`config.mk`:
```
export PLATFORM = sky130hd
export DESIGN_NAME = multi_channel_step_pulse_generator
export DESIGN_NICKNAME = d
export VERILOG_FILES = /design/src/hdl/mcspg_pkg.sv /design/src/hdl/mcspg_div.sv /design/src/hdl/mcspg_tick_unit.sv /design/src/hdl/multi_channel_step_pulse_generator.sv
export SDC_FILE = /design/constraint.sdc
export NUM_CORES = 2
export LEC_CHECK = 0
export BUFFER_PORTS_ARGS = -buffer_cell sky130_fd_sc_hd__buf_2
export CORE_MARGIN = 5
export CORE_UTILIZATION = 56
export CTS_CLUSTER_SIZE = 10
export DETAILED_ROUTE_END_ITERATION = 6
export PLACE_DENSITY = 0.73
export RECOVER_POWER = 50
export SYNTH_ARGS = -nofsm -noshare
export SYNTH_HDL_FRONTEND = slang
export SYNTH_HIERARCHICAL = 1
export SYNTH_SLANG_ARGS = --single-unit
```
`constraint.sdc`:
```
create_clock -name clk -period 13.04 [get_ports clk]
set_input_delay 2.608 -clock clk [delete_from_list [all_inputs] [get_ports clk]]
set_output_delay 2.608 -clock clk [all_outputs]
set_load 0.01 [all_outputs]
```
`src/hdl/mcspg_pkg.sv`:
```
// Shared types and constants for the multi-channel step pulse generator.
// Used by every module in hdl/; depends on nothing.
package mcspg_pkg;

    localparam int FUNC_W        = 3;
    localparam int CHAN_W        = 3;
    localparam int FREQ_W        = 24;
    localparam int PULSES_W      = 31;
    localparam int PIN_W         = 6;
    localparam int CLOCK_RATE_W  = 28;

    localparam int CHANNELS_DEF    = 6;
    localparam int COUNT_WIDTH_DEF = 32;

    localparam int CLOCK_RESET_INT = 40000000;
    localparam int RESET_FREQUENCY = 5;
    // half period loaded at reset: (clock / f) / 2 - 1
    localparam int RESET_HALF_INT  = (CLOCK_RESET_INT / RESET_FREQUENCY) / 2 - 1;
    localparam logic [CLOCK_RATE_W-1:0] CLOCK_RESET = CLOCK_RATE_W'(CLOCK_RESET_INT);

    typedef enum logic [FUNC_W-1:0] {
        FN_TICK  = 3'd0,
        FN_MOVE  = 3'd1,
        FN_FREE  = 3'd2,
        FN_STOP  = 3'd3,
        FN_SETF  = 3'd4,
        FN_SETD  = 3'd5
    } func_t;

    // per-channel timer outcome from the shared tick unit
    typedef struct packed {
        logic toggle;
        logic stop;
    } chan_ctl_t;

endpackage

```
`src/hdl/mcspg_div.sv`:
```
// Restoring divider, one quotient bit per cycle: clock_rate / frequency.
// Depends on mcspg_pkg for field widths.
module mcspg_div
(
    input  logic                                 clk,
    input  logic                                 rst_n,
    input  logic                                 start,
    input  logic [mcspg_pkg::CLOCK_RATE_W-1:0]   dividend,
    input  logic [mcspg_pkg::FREQ_W-1:0]         divisor,
    output logic                                 done,
    output logic [mcspg_pkg::CLOCK_RATE_W-1:0]   quotient
);

    localparam int DW = mcspg_pkg::CLOCK_RATE_W;
    localparam int VW = mcspg_pkg::FREQ_W;
    localparam int CW = $clog2(DW);

    logic          active_reg, active_next;
    logic          done_reg, done_next;
    logic [CW-1:0] cnt_reg, cnt_next;
    logic [DW-1:0] dvd_reg, dvd_next;
    logic [DW-1:0] quo_reg, quo_next;
    logic [VW-1:0] dsr_reg, dsr_next;
    logic [VW-1:0] rem_reg, rem_next;

    logic [VW:0]   rem_sh;
    logic [VW+1:0] diff;
    logic          ge;

    always_comb
    begin
        rem_sh = {rem_reg, dvd_reg[DW-1]};
        diff   = {1'b0, rem_sh} - {2'b00, dsr_reg};
        ge     = ~diff[VW+1];

        active_next = active_reg;
        done_next   = 1'b0;
        cnt_next    = cnt_reg;
        dvd_next    = dvd_reg;
        quo_next    = quo_reg;
        dsr_next    = dsr_reg;
        rem_next    = rem_reg;

        if (start)
        begin
            active_next = 1'b1;
            cnt_next    = '0;
            dvd_next    = dividend;
            dsr_next    = divisor;
            rem_next    = '0;
        end
        else if (active_reg)
        begin
            // remainder stays below the divisor, so VW bits hold it
            rem_next = ge ? diff[VW-1:0] : rem_sh[VW-1:0];
            quo_next = {quo_reg[DW-2:0], ge};
            dvd_next = {dvd_reg[DW-2:0], 1'b0};
            cnt_next = cnt_reg + CW'(1);
            if (cnt_reg == CW'(DW - 1))
            begin
                active_next = 1'b0;
                done_next   = 1'b1;
            end
        end
    end

    always_ff @(posedge clk or negedge rst_n)
    begin
        if (!rst_n)
        begin
            active_reg <= 1'b0;
            done_reg   <= 1'b0;
            cnt_reg    <= '0;
        end
        else
        begin
            active_reg <= active_next;
            done_reg   <= done_next;
            cnt_reg    <= cnt_next;
        end
    end

    always_ff @(posedge clk)
    begin
        dvd_reg <= dvd_next;
        quo_reg <= quo_next;
        dsr_reg <= dsr_next;
        rem_reg <= rem_next;
    end

    assign done     = done_reg;
    assign quotient = quo_reg;

endmodule

```
`src/hdl/mcspg_tick_unit.sv`:
```
// Shared timer step for one channel: countdown, reload, toggle, pulse count.
// Depends on mcspg_pkg for chan_ctl_t.
module mcspg_tick_unit
#(
    parameter int COUNT_WIDTH = mcspg_pkg::COUNT_WIDTH_DEF
)
(
    input  logic                   run,
    input  logic                   free,
    input  logic [COUNT_WIDTH-1:0] countdown,
    input  logic [COUNT_WIDTH-1:0] half_period,
    input  logic [COUNT_WIDTH-1:0] pulses_left,
    output logic [COUNT_WIDTH-1:0] countdown_new,
    output logic [COUNT_WIDTH-1:0] pulses_new,
    output mcspg_pkg::chan_ctl_t   ctl
);

    always_comb
    begin
        countdown_new = countdown;
        pulses_new    = pulses_left;
        ctl           = '0;
        if (run)
        begin
            if (countdown != '0)
            begin
                countdown_new = countdown - COUNT_WIDTH'(1);
            end
            else
            begin
                countdown_new = half_period;
                ctl.toggle    = 1'b1;
                if (!free)
                begin
                    if (pulses_left != '0)
                    begin
                        pulses_new = pulses_left - COUNT_WIDTH'(1);
                    end
                    ctl.stop = (pulses_left <= COUNT_WIDTH'(1));
                end
            end
        end
    end

endmodule

```
`src/hdl/multi_channel_step_pulse_generator.sv`:
```
// Simple requests go from accept straight to S_DONE; a tick first takes one shared
// timer step per channel in S_TICK; move / set frequency wait in S_DIV for the
// bit-serial divider, then load the channel. One request in flight; the next is
// accepted once the result is registered in S_DONE, and a result left waiting
// holds the sequencer in S_DONE.
// Reset (rst_n, async, low): all channels stopped, step and direction state low
// (the pin output registers are not reset), half period 3999999, clock_rate 40000000.
// Top level: sequencer, channel state, output register; uses mcspg_pkg,
// mcspg_div and mcspg_tick_unit.
module multi_channel_step_pulse_generator
#(
    parameter int CHANNELS    = mcspg_pkg::CHANNELS_DEF,
    parameter int COUNT_WIDTH = mcspg_pkg::COUNT_WIDTH_DEF
)
(
    input  logic                               clk,
    input  logic                               rst_n,
    input  logic                               clock_rate_we,
    input  logic [mcspg_pkg::CLOCK_RATE_W-1:0] clock_rate_wdata,
    input  logic                               in_valid,
    output logic                               in_ready,
    input  logic [mcspg_pkg::FUNC_W-1:0]       func,
    input  logic [mcspg_pkg::CHAN_W-1:0]       channel,
    input  logic [mcspg_pkg::FREQ_W-1:0]       frequency,
    input  logic                               direction,
    input  logic [mcspg_pkg::PULSES_W-1:0]     pulses,
    output logic                               out_valid,
    input  logic                               out_ready,
    output logic [mcspg_pkg::PIN_W-1:0]        step_pins,
    output logic [mcspg_pkg::PIN_W-1:0]        dir_pins,
    output logic [mcspg_pkg::PIN_W-1:0]        running_mask,
    output logic                               bad_frequency
);

    localparam int IDX_W = (CHANNELS > 1) ? $clog2(CHANNELS) : 1;
    localparam int PIN_W = mcspg_pkg::PIN_W;
    localparam int QW    = mcspg_pkg::CLOCK_RATE_W;
    localparam logic [COUNT_WIDTH-1:0] RESET_HALF = COUNT_WIDTH'(mcspg_pkg::RESET_HALF_INT);
    localparam logic [mcspg_pkg::PULSES_W+1:0] COUNT_MAX =
        (mcspg_pkg::PULSES_W+2)'({COUNT_WIDTH{1'b1}});

    typedef enum logic [1:0] {
        S_IDLE,
        S_TICK,
        S_DIV,
        S_DONE
    } state_t;

    typedef logic [COUNT_WIDTH-1:0] cnt_arr_t [CHANNELS];

    state_t                 state_reg, state_next;
    logic [mcspg_pkg::CLOCK_RATE_W-1:0] clock_rate_reg, clock_rate_next;
    cnt_arr_t               half_reg, half_next;
    cnt_arr_t               cdown_reg, cdown_next;
    cnt_arr_t               hpl_reg, hpl_next;
    logic [CHANNELS-1:0]    run_reg, run_next;
    logic [CHANNELS-1:0]    free_reg, free_next;
    logic [CHANNELS-1:0]    step_reg, step_next;
    logic [CHANNELS-1:0]    dir_reg, dir_next;
    logic [IDX_W-1:0]       idx_reg, idx_next;
    logic                   bad_reg, bad_next;
    logic                   cmd_move_reg, cmd_move_next;
    logic                   cmd_dir_reg, cmd_dir_next;
    logic [COUNT_WIDTH-1:0] cmd_twice_reg, cmd_twice_next;
    logic                   out_valid_reg, out_valid_next;
    logic [PIN_W-1:0]       step_out_reg, step_out_next;
    logic [PIN_W-1:0]       dir_out_reg, dir_out_next;
    logic [PIN_W-1:0]       run_out_reg, run_out_next;
    logic                   bad_out_reg, bad_out_next;

    logic                   accept;
    mcspg_pkg::func_t       fn;
    logic                   ch_ok;
    logic [IDX_W-1:0]       cur;
    logic [CHANNELS-1:0]    cur_bit;
    logic                   div_start;
    logic                   div_done;
    logic [QW-1:0]          quotient;
    logic [QW-2:0]          half_q;
    logic [COUNT_WIDTH-1:0] load_val;
    logic [mcspg_pkg::PULSES_W+1:0] twice;
    logic [COUNT_WIDTH-1:0] tu_cdown;
    logic [COUNT_WIDTH-1:0] tu_pulses;
    mcspg_pkg::chan_ctl_t   tu_ctl;

    function automatic logic [PIN_W-1:0] pin_view(input logic [CHANNELS-1:0] v);
        logic [CHANNELS+PIN_W-1:0] ext;
        ext      = {PIN_W'(0), v};
        pin_view = ext[PIN_W-1:0];
    endfunction

    assign accept = in_valid && in_ready;
    assign fn     = mcspg_pkg::func_t'(func);
    assign ch_ok  = (32'(channel) < CHANNELS);
    assign cur    = (state_reg == S_TICK) ? idx_reg : idx_reg;
    assign cur_bit = CHANNELS'(1) << cur;

    assign div_start = (state_reg == S_IDLE) && accept && ch_ok && (frequency != '0)
                       && ((fn == mcspg_pkg::FN_MOVE) || (fn == mcspg_pkg::FN_SETF));

    mcspg_div u_div
    (
        .clk      (clk),
        .rst_n    (rst_n),
        .start    (div_start),
        .dividend (clock_rate_reg),
        .divisor  (frequency),
        .done     (div_done),
        .quotient (quotient)
    );

    mcspg_tick_unit #(.COUNT_WIDTH(COUNT_WIDTH)) u_tick
    (
        .run           (run_reg[cur]),
        .free          (free_reg[cur]),
        .countdown     (cdown_reg[cur]),
        .half_period   (half_reg[cur]),
        .pulses_left   (hpl_reg[cur]),
        .countdown_new (tu_cdown),
        .pulses_new    (tu_pulses),
        .ctl           (tu_ctl)
    );

    // half = (clock / f) / 2, loaded as half - 1, floor at zero
    assign half_q   = quotient[QW-1:1];
    assign load_val = (half_q == '0) ? '0 : COUNT_WIDTH'(32'(half_q) - 32'd1);
    assign twice    = {1'b0, pulses, 1'b0};

    always_comb
    begin
        state_next      = state_reg;
        clock_rate_next = clock_rate_reg;
        half_next       = half_reg;
        cdown_next      = cdown_reg;
        hpl_next        = hpl_reg;
        run_next        = run_reg;
        free_next       = free_reg;
        step_next       = step_reg;
        dir_next        = dir_reg;
        idx_next        = idx_reg;
        bad_next        = bad_reg;
        cmd_move_next   = cmd_move_reg;
        cmd_dir_next    = cmd_dir_reg;
        cmd_twice_next  = cmd_twice_reg;
        out_valid_next  = out_valid_reg;
        step_out_next   = step_out_reg;
        dir_out_next    = dir_out_reg;
        run_out_next    = run_out_reg;
        bad_out_next    = bad_out_reg;

        if (clock_rate_we)
        begin
            clock_rate_next = clock_rate_wdata;
        end
        if (out_valid_reg && out_ready)
        begin
            out_valid_next = 1'b0;
        end

        case (state_reg)
            S_IDLE:
            begin
                if (accept)
                begin
                    bad_next       = 1'b0;
                    state_next     = S_DONE;
                    idx_next       = IDX_W'(channel);
                    cmd_move_next  = (fn == mcspg_pkg::FN_MOVE);
                    cmd_dir_next   = direction;
                    cmd_twice_next = (twice > COUNT_MAX) ? COUNT_MAX[COUNT_WIDTH-1:0]
                                                         : COUNT_WIDTH'(twice);
                    if (fn == mcspg_pkg::FN_TICK)
                    begin
                        idx_next   = '0;
                        state_next = S_TICK;
                    end
                    else if (ch_ok)
                    begin
                        case (fn)
                            mcspg_pkg::FN_MOVE,
                            mcspg_pkg::FN_SETF:
                            begin
                                if (frequency == '0)
                                begin
                                    bad_next = 1'b1;
                                end
                                else
                                begin
                                    state_next = S_DIV;
                                end
                            end
                            mcspg_pkg::FN_FREE:
                            begin
                                free_next = free_reg | (CHANNELS'(1) << IDX_W'(channel));
                                run_next  = run_reg | (CHANNELS'(1) << IDX_W'(channel));
                            end
                            mcspg_pkg::FN_STOP:
                            begin
                                run_next = run_reg & ~(CHANNELS'(1) << IDX_W'(channel));
                            end
                            mcspg_pkg::FN_SETD:
                            begin
                                dir_next[IDX_W'(channel)] = direction;
                            end
                            default:
                            begin
                            end
                        endcase
                    end
                end
            end

            S_TICK:
            begin
                cdown_next[cur] = tu_cdown;
                hpl_next[cur]   = tu_pulses;
                if (tu_ctl.toggle)
                begin
                    step_next = step_reg ^ cur_bit;
                end
                if (tu_ctl.stop)
                begin
                    run_next = run_reg & ~cur_bit;
                end
                if (idx_reg == IDX_W'(CHANNELS - 1))
                begin
                    state_next = S_DONE;
                end
                else
                begin
                    idx_next = idx_reg + IDX_W'(1);
                end
            end

            S_DIV:
            begin
                if (div_done)
                begin
                    half_next[cur]  = load_val;
                    cdown_next[cur] = load_val;
                    if (cmd_move_reg)
                    begin
                        hpl_next[cur] = cmd_twice_reg;
                        free_next     = free_reg & ~cur_bit;
                        dir_next[cur] = cmd_dir_reg;
                        run_next[cur] = (cmd_twice_reg != '0);
                    end
                    state_next = S_DONE;
                end
            end

            S_DONE:
            begin
                if (!out_valid_reg || out_ready)
                begin
                    out_valid_next = 1'b1;
                    step_out_next  = pin_view(step_reg);
                    dir_out_next   = pin_view(dir_reg);
                    run_out_next   = pin_view(run_reg);
                    bad_out_next   = bad_reg;
                    state_next     = S_IDLE;
                end
            end

            default:
            begin
                state_next = S_IDLE;
            end
        endcase
    end

    always_ff @(posedge clk or negedge rst_n)
    begin
        if (!rst_n)
        begin
            state_reg      <= S_IDLE;
            clock_rate_reg <= mcspg_pkg::CLOCK_RESET;
            for (int i = 0; i < CHANNELS; i++)
            begin
                half_reg[i]  <= RESET_HALF;
                cdown_reg[i] <= RESET_HALF;
                hpl_reg[i]   <= '0;
            end
            run_reg        <= '0;
            free_reg       <= '0;
            step_reg       <= '0;
            dir_reg        <= '0;
            idx_reg        <= '0;
            bad_reg        <= 1'b0;
            out_valid_reg  <= 1'b0;
        end
        else
        begin
            state_reg      <= state_next;
            clock_rate_reg <= clock_rate_next;
            half_reg       <= half_next;
            cdown_reg      <= cdown_next;
            hpl_reg        <= hpl_next;
            run_reg        <= run_next;
            free_reg       <= free_next;
            step_reg       <= step_next;
            dir_reg        <= dir_next;
            idx_reg        <= idx_next;
            bad_reg        <= bad_next;
            out_valid_reg  <= out_valid_next;
        end
    end

    always_ff @(posedge clk)
    begin
        cmd_move_reg  <= cmd_move_next;
        cmd_dir_reg   <= cmd_dir_next;
        cmd_twice_reg <= cmd_twice_next;
        step_out_reg  <= step_out_next;
        dir_out_reg   <= dir_out_next;
        run_out_reg   <= run_out_next;
        bad_out_reg   <= bad_out_next;
    end

    assign in_ready      = (state_reg == S_IDLE);
    assign out_valid     = out_valid_reg;
    assign step_pins     = step_out_reg;
    assign dir_pins      = dir_out_reg;
    assign running_mask  = run_out_reg;
    assign bad_frequency = bad_out_reg;

endmodule

```
==> flow_metrics.tcl <==
set metrics [dict create \
    status "finished with violations" \
    violations "capacitance limit, slew limit" \
    drive_gt1_share_pct 15.13 \
    tightest_slew_ps 6874 \
    crit_slowest_cell "clkbuf_1" \
    synth_area_leader_cell "dfrtp_1" \
    rows 93 \
    cts_setup_buffers 0 \
    core_um2 64230 \
    start_util_pct 56.33 \
    postCtsResizedCells 0 \
    fin_skew_ps 31.23 \
    drcViolationCount 0 \
    wl_met1_um 42290 \
    ys_seq_area_share_pct 55.63 \
    ys_seq_elements 774 \
    cp-start-kind "input port" \
    rsz0062_at_grt "false" \
    post_drt_wl_per_cell_um 21.44 \
    finalSetupTns_ps 0 \
    avgSynthCellArea_um2 10.10 \
    synth_top_area_share_pct 30.57 \
    fin_crit_sh_pct 68.02 \
    synth_nets 3718 \
    path_clk_slew_ps 50 \
    overflow 0 \
    final_area_um2 39900 \
    synth_edf_count 132 \
    totalWireLength_um 96990 \
    cts_tree "done" \
    worstPathRequired_ps 13660 \
    path_common_cell "buf_4" \
    yosys_warnings 6 \
    die_x_um 264.2 \
    nets 3735 \
    cts.hold.buffers_added 0 \
    grt_usage_pct 27.19 \
    area_growth_pct 10.27 \
    gp_congestion 0.8893 \
    routed.top_layer "met4" \
    slowest_delay_ps 4670 \
    htreeDepth 3 \
    arrival_ps 9490 \
    drv_cap 10 \
    grt_max_degree 177 \
    viasPerCell 6.261 \
    antenna_found_initial 0 \
    route.met3.wl_um 8760 \
    crit_chain "clkbuf_1 > buf_4 > buf_4" \
    insertedDiodeCount 0 \
    syn-cell-area_um2 36180 \
    min_period_ps 8870 \
    drt.antenna.violating_nets 0 \
    fmaxAchievable_mhz 112.7 \
    dpl.hpwl_um 60220 \
    first_pass_iters 6 \
    final_cell_mix "nand2_1 (482), dfrtp_1 (442), o21ai_0 (420)" \
    ys_top_cells_by_area "dfrtp_1 (31%), dfstp_2 (13%), edfxtp_1 (11%)" \
    place_area_um2 37350 \
    syn_inst 3582 \
    hold_violations 0 \
    max-slew-margin-rel_pct -358.3 \
    path_max_fanout 124 \
    clock_path_buffers 3 \
    worstSetupPathType "input port to asynchronous set/reset pin" \
    hold_path.class "register to register" \
    power.density_nw_per_um2 249.5 \
    cts_inserted_buffers 89 \
    setup_viol_count_final 0 \
    dieArea_um2 69800 \
    cts_sinks 774 \
    synth_ff_type "dfrtp_1" \
    final_common_cell "nand2_1" \
    p_leak_nw 16.04 \
    synthArstFlopShare_pct 79.84 \
    end_kind "asynchronous set/reset pin" \
    peakVddDrop_uv 172.9 \
    ctsRootBufferMaster "clkbuf_16" \
    grt_pass1_wl_um 154400 \
    grt_pass1_vias 27470 \
    slew_viol_final 502 \
    io_buffer_count 115 \
    insertion_delay_ps 630 \
    dr_wl_met2_um 43310 \
    pin_count 116 \
    synth_cell_type_count 86 \
    drt_iter0_drc 3001 \
    dr_total_vias 28323 \
    die-height_um 264.2 \
]
[worst max-delay path: cells and delay by family]
family	cells	cell delay [ps]
buffers and inverters	3	6670
[per-layer routing]
layer,vias up,track usage (%)
met5,-,0
met4,0,7.804
met3,189,5.653
met2,1236,41.63
met1,13831,39.77
li1,13067,-
[per-stage QoR]
step | instances | utilization (%) | worst slack [ps] | total power, mW | hold slack, ps
2_1_floorplan | 3582 | - | 6317 | 6.415 | 400.3
3_3_place_gp | 4363 | 58.15 | 5872 | 7.480 | 428.9
3_5_place_dp | 4363 | 58.15 | 5695 | 7.573 | 432.0
4_1_cts | 4524 | 62.29 | 5664 | 9.896 | 444.9
5_1_grt | 4524 | 62.12 | 2900 | 10.55 | 454.5
6_report | 4524 | 62.12 | 4170 | 9.957 | 437.4
[area by class of cell]
type / count / area [um^2]
fillers: 5314 / 24330
clock buffers: 158 / 2630
repair buffers: 163 / 862.1
clock inverters: 3 / 30.03
flip-flops and latches: 774 / 20130
multi-input cells: 2501 / 14920
well taps: 855 / 1070
inverters: 70 / 262.8
[kinds of logic after synthesis]
| family | synth area share [%] |
|---|---|
| muxes | 4.298 |
| DFF | 55.63 |
| AOI/OAI and AO/OA | 19.41 |
| xor gates and xnor gates | 1.719 |
| buffers and inverters | 3.416 |
| adders and majority gates | 1.438 |
| and+or+nand+nor | 14.09 |
[path summary, 6_finish.rpt]
check	depth (start not counted)	startpoint	end	slack, ps
worst min-delay path	0	u_div/quotient[0]	u_div/quotient[1]	440
min in group asynchronous	1	rst_n	cdown_reg[42]	4560
max in group clk	16	cur[2]	register	5350
worst max-delay path	3	rst_n	hpl_reg[117]	4170
worst max register to register	16	cur[2]	register	5350
worst min register to register	0	u_div/quotient[0]	u_div/quotient[1]	440
[Yosys cell counts, types with 6 or more instances]
master,number
edfxtp_1,132
dfstp_2,176
nor3_1,50
o31ai_1,11
xnor2_1,29
buf_1,20
mux2_2,91
nor4_1,42
nand3_1,135
o21ai_0,421
a21o_1,13
inv_1,67
and2_1,7
nand2b_1,14
nor2b_1,15
nand4b_1,7
and3_1,10
xor2_1,42
a32oi_1,6
o211ai_1,11
clkbuf_1,194
or4_1,9
or2_2,8
dfrtp_1,442
nand3b_1,6
o21ai_1,6
nand4_1,22
a211oi_1,14
mux2i_1,53
or3_1,25
buf_2,17
dfxtp_1,24
nand2_1,488
a21oi_1,153
ha_1,40
a31oi_1,101
nor2_1,263
o22ai_1,13
a22oi_1,288
a31oi_2,8
[where the power goes]
group          switching (mW)  total, mW  leakage, nW  internal (mW)
Combinational            2.57       3.81         5.74           1.24
Sequential              0.480       3.84         9.02           3.36
Clock                   0.953       2.31         1.28           1.35
Total                    4.00       9.96         16.0           5.95
(Power assumes the default switching activity.)
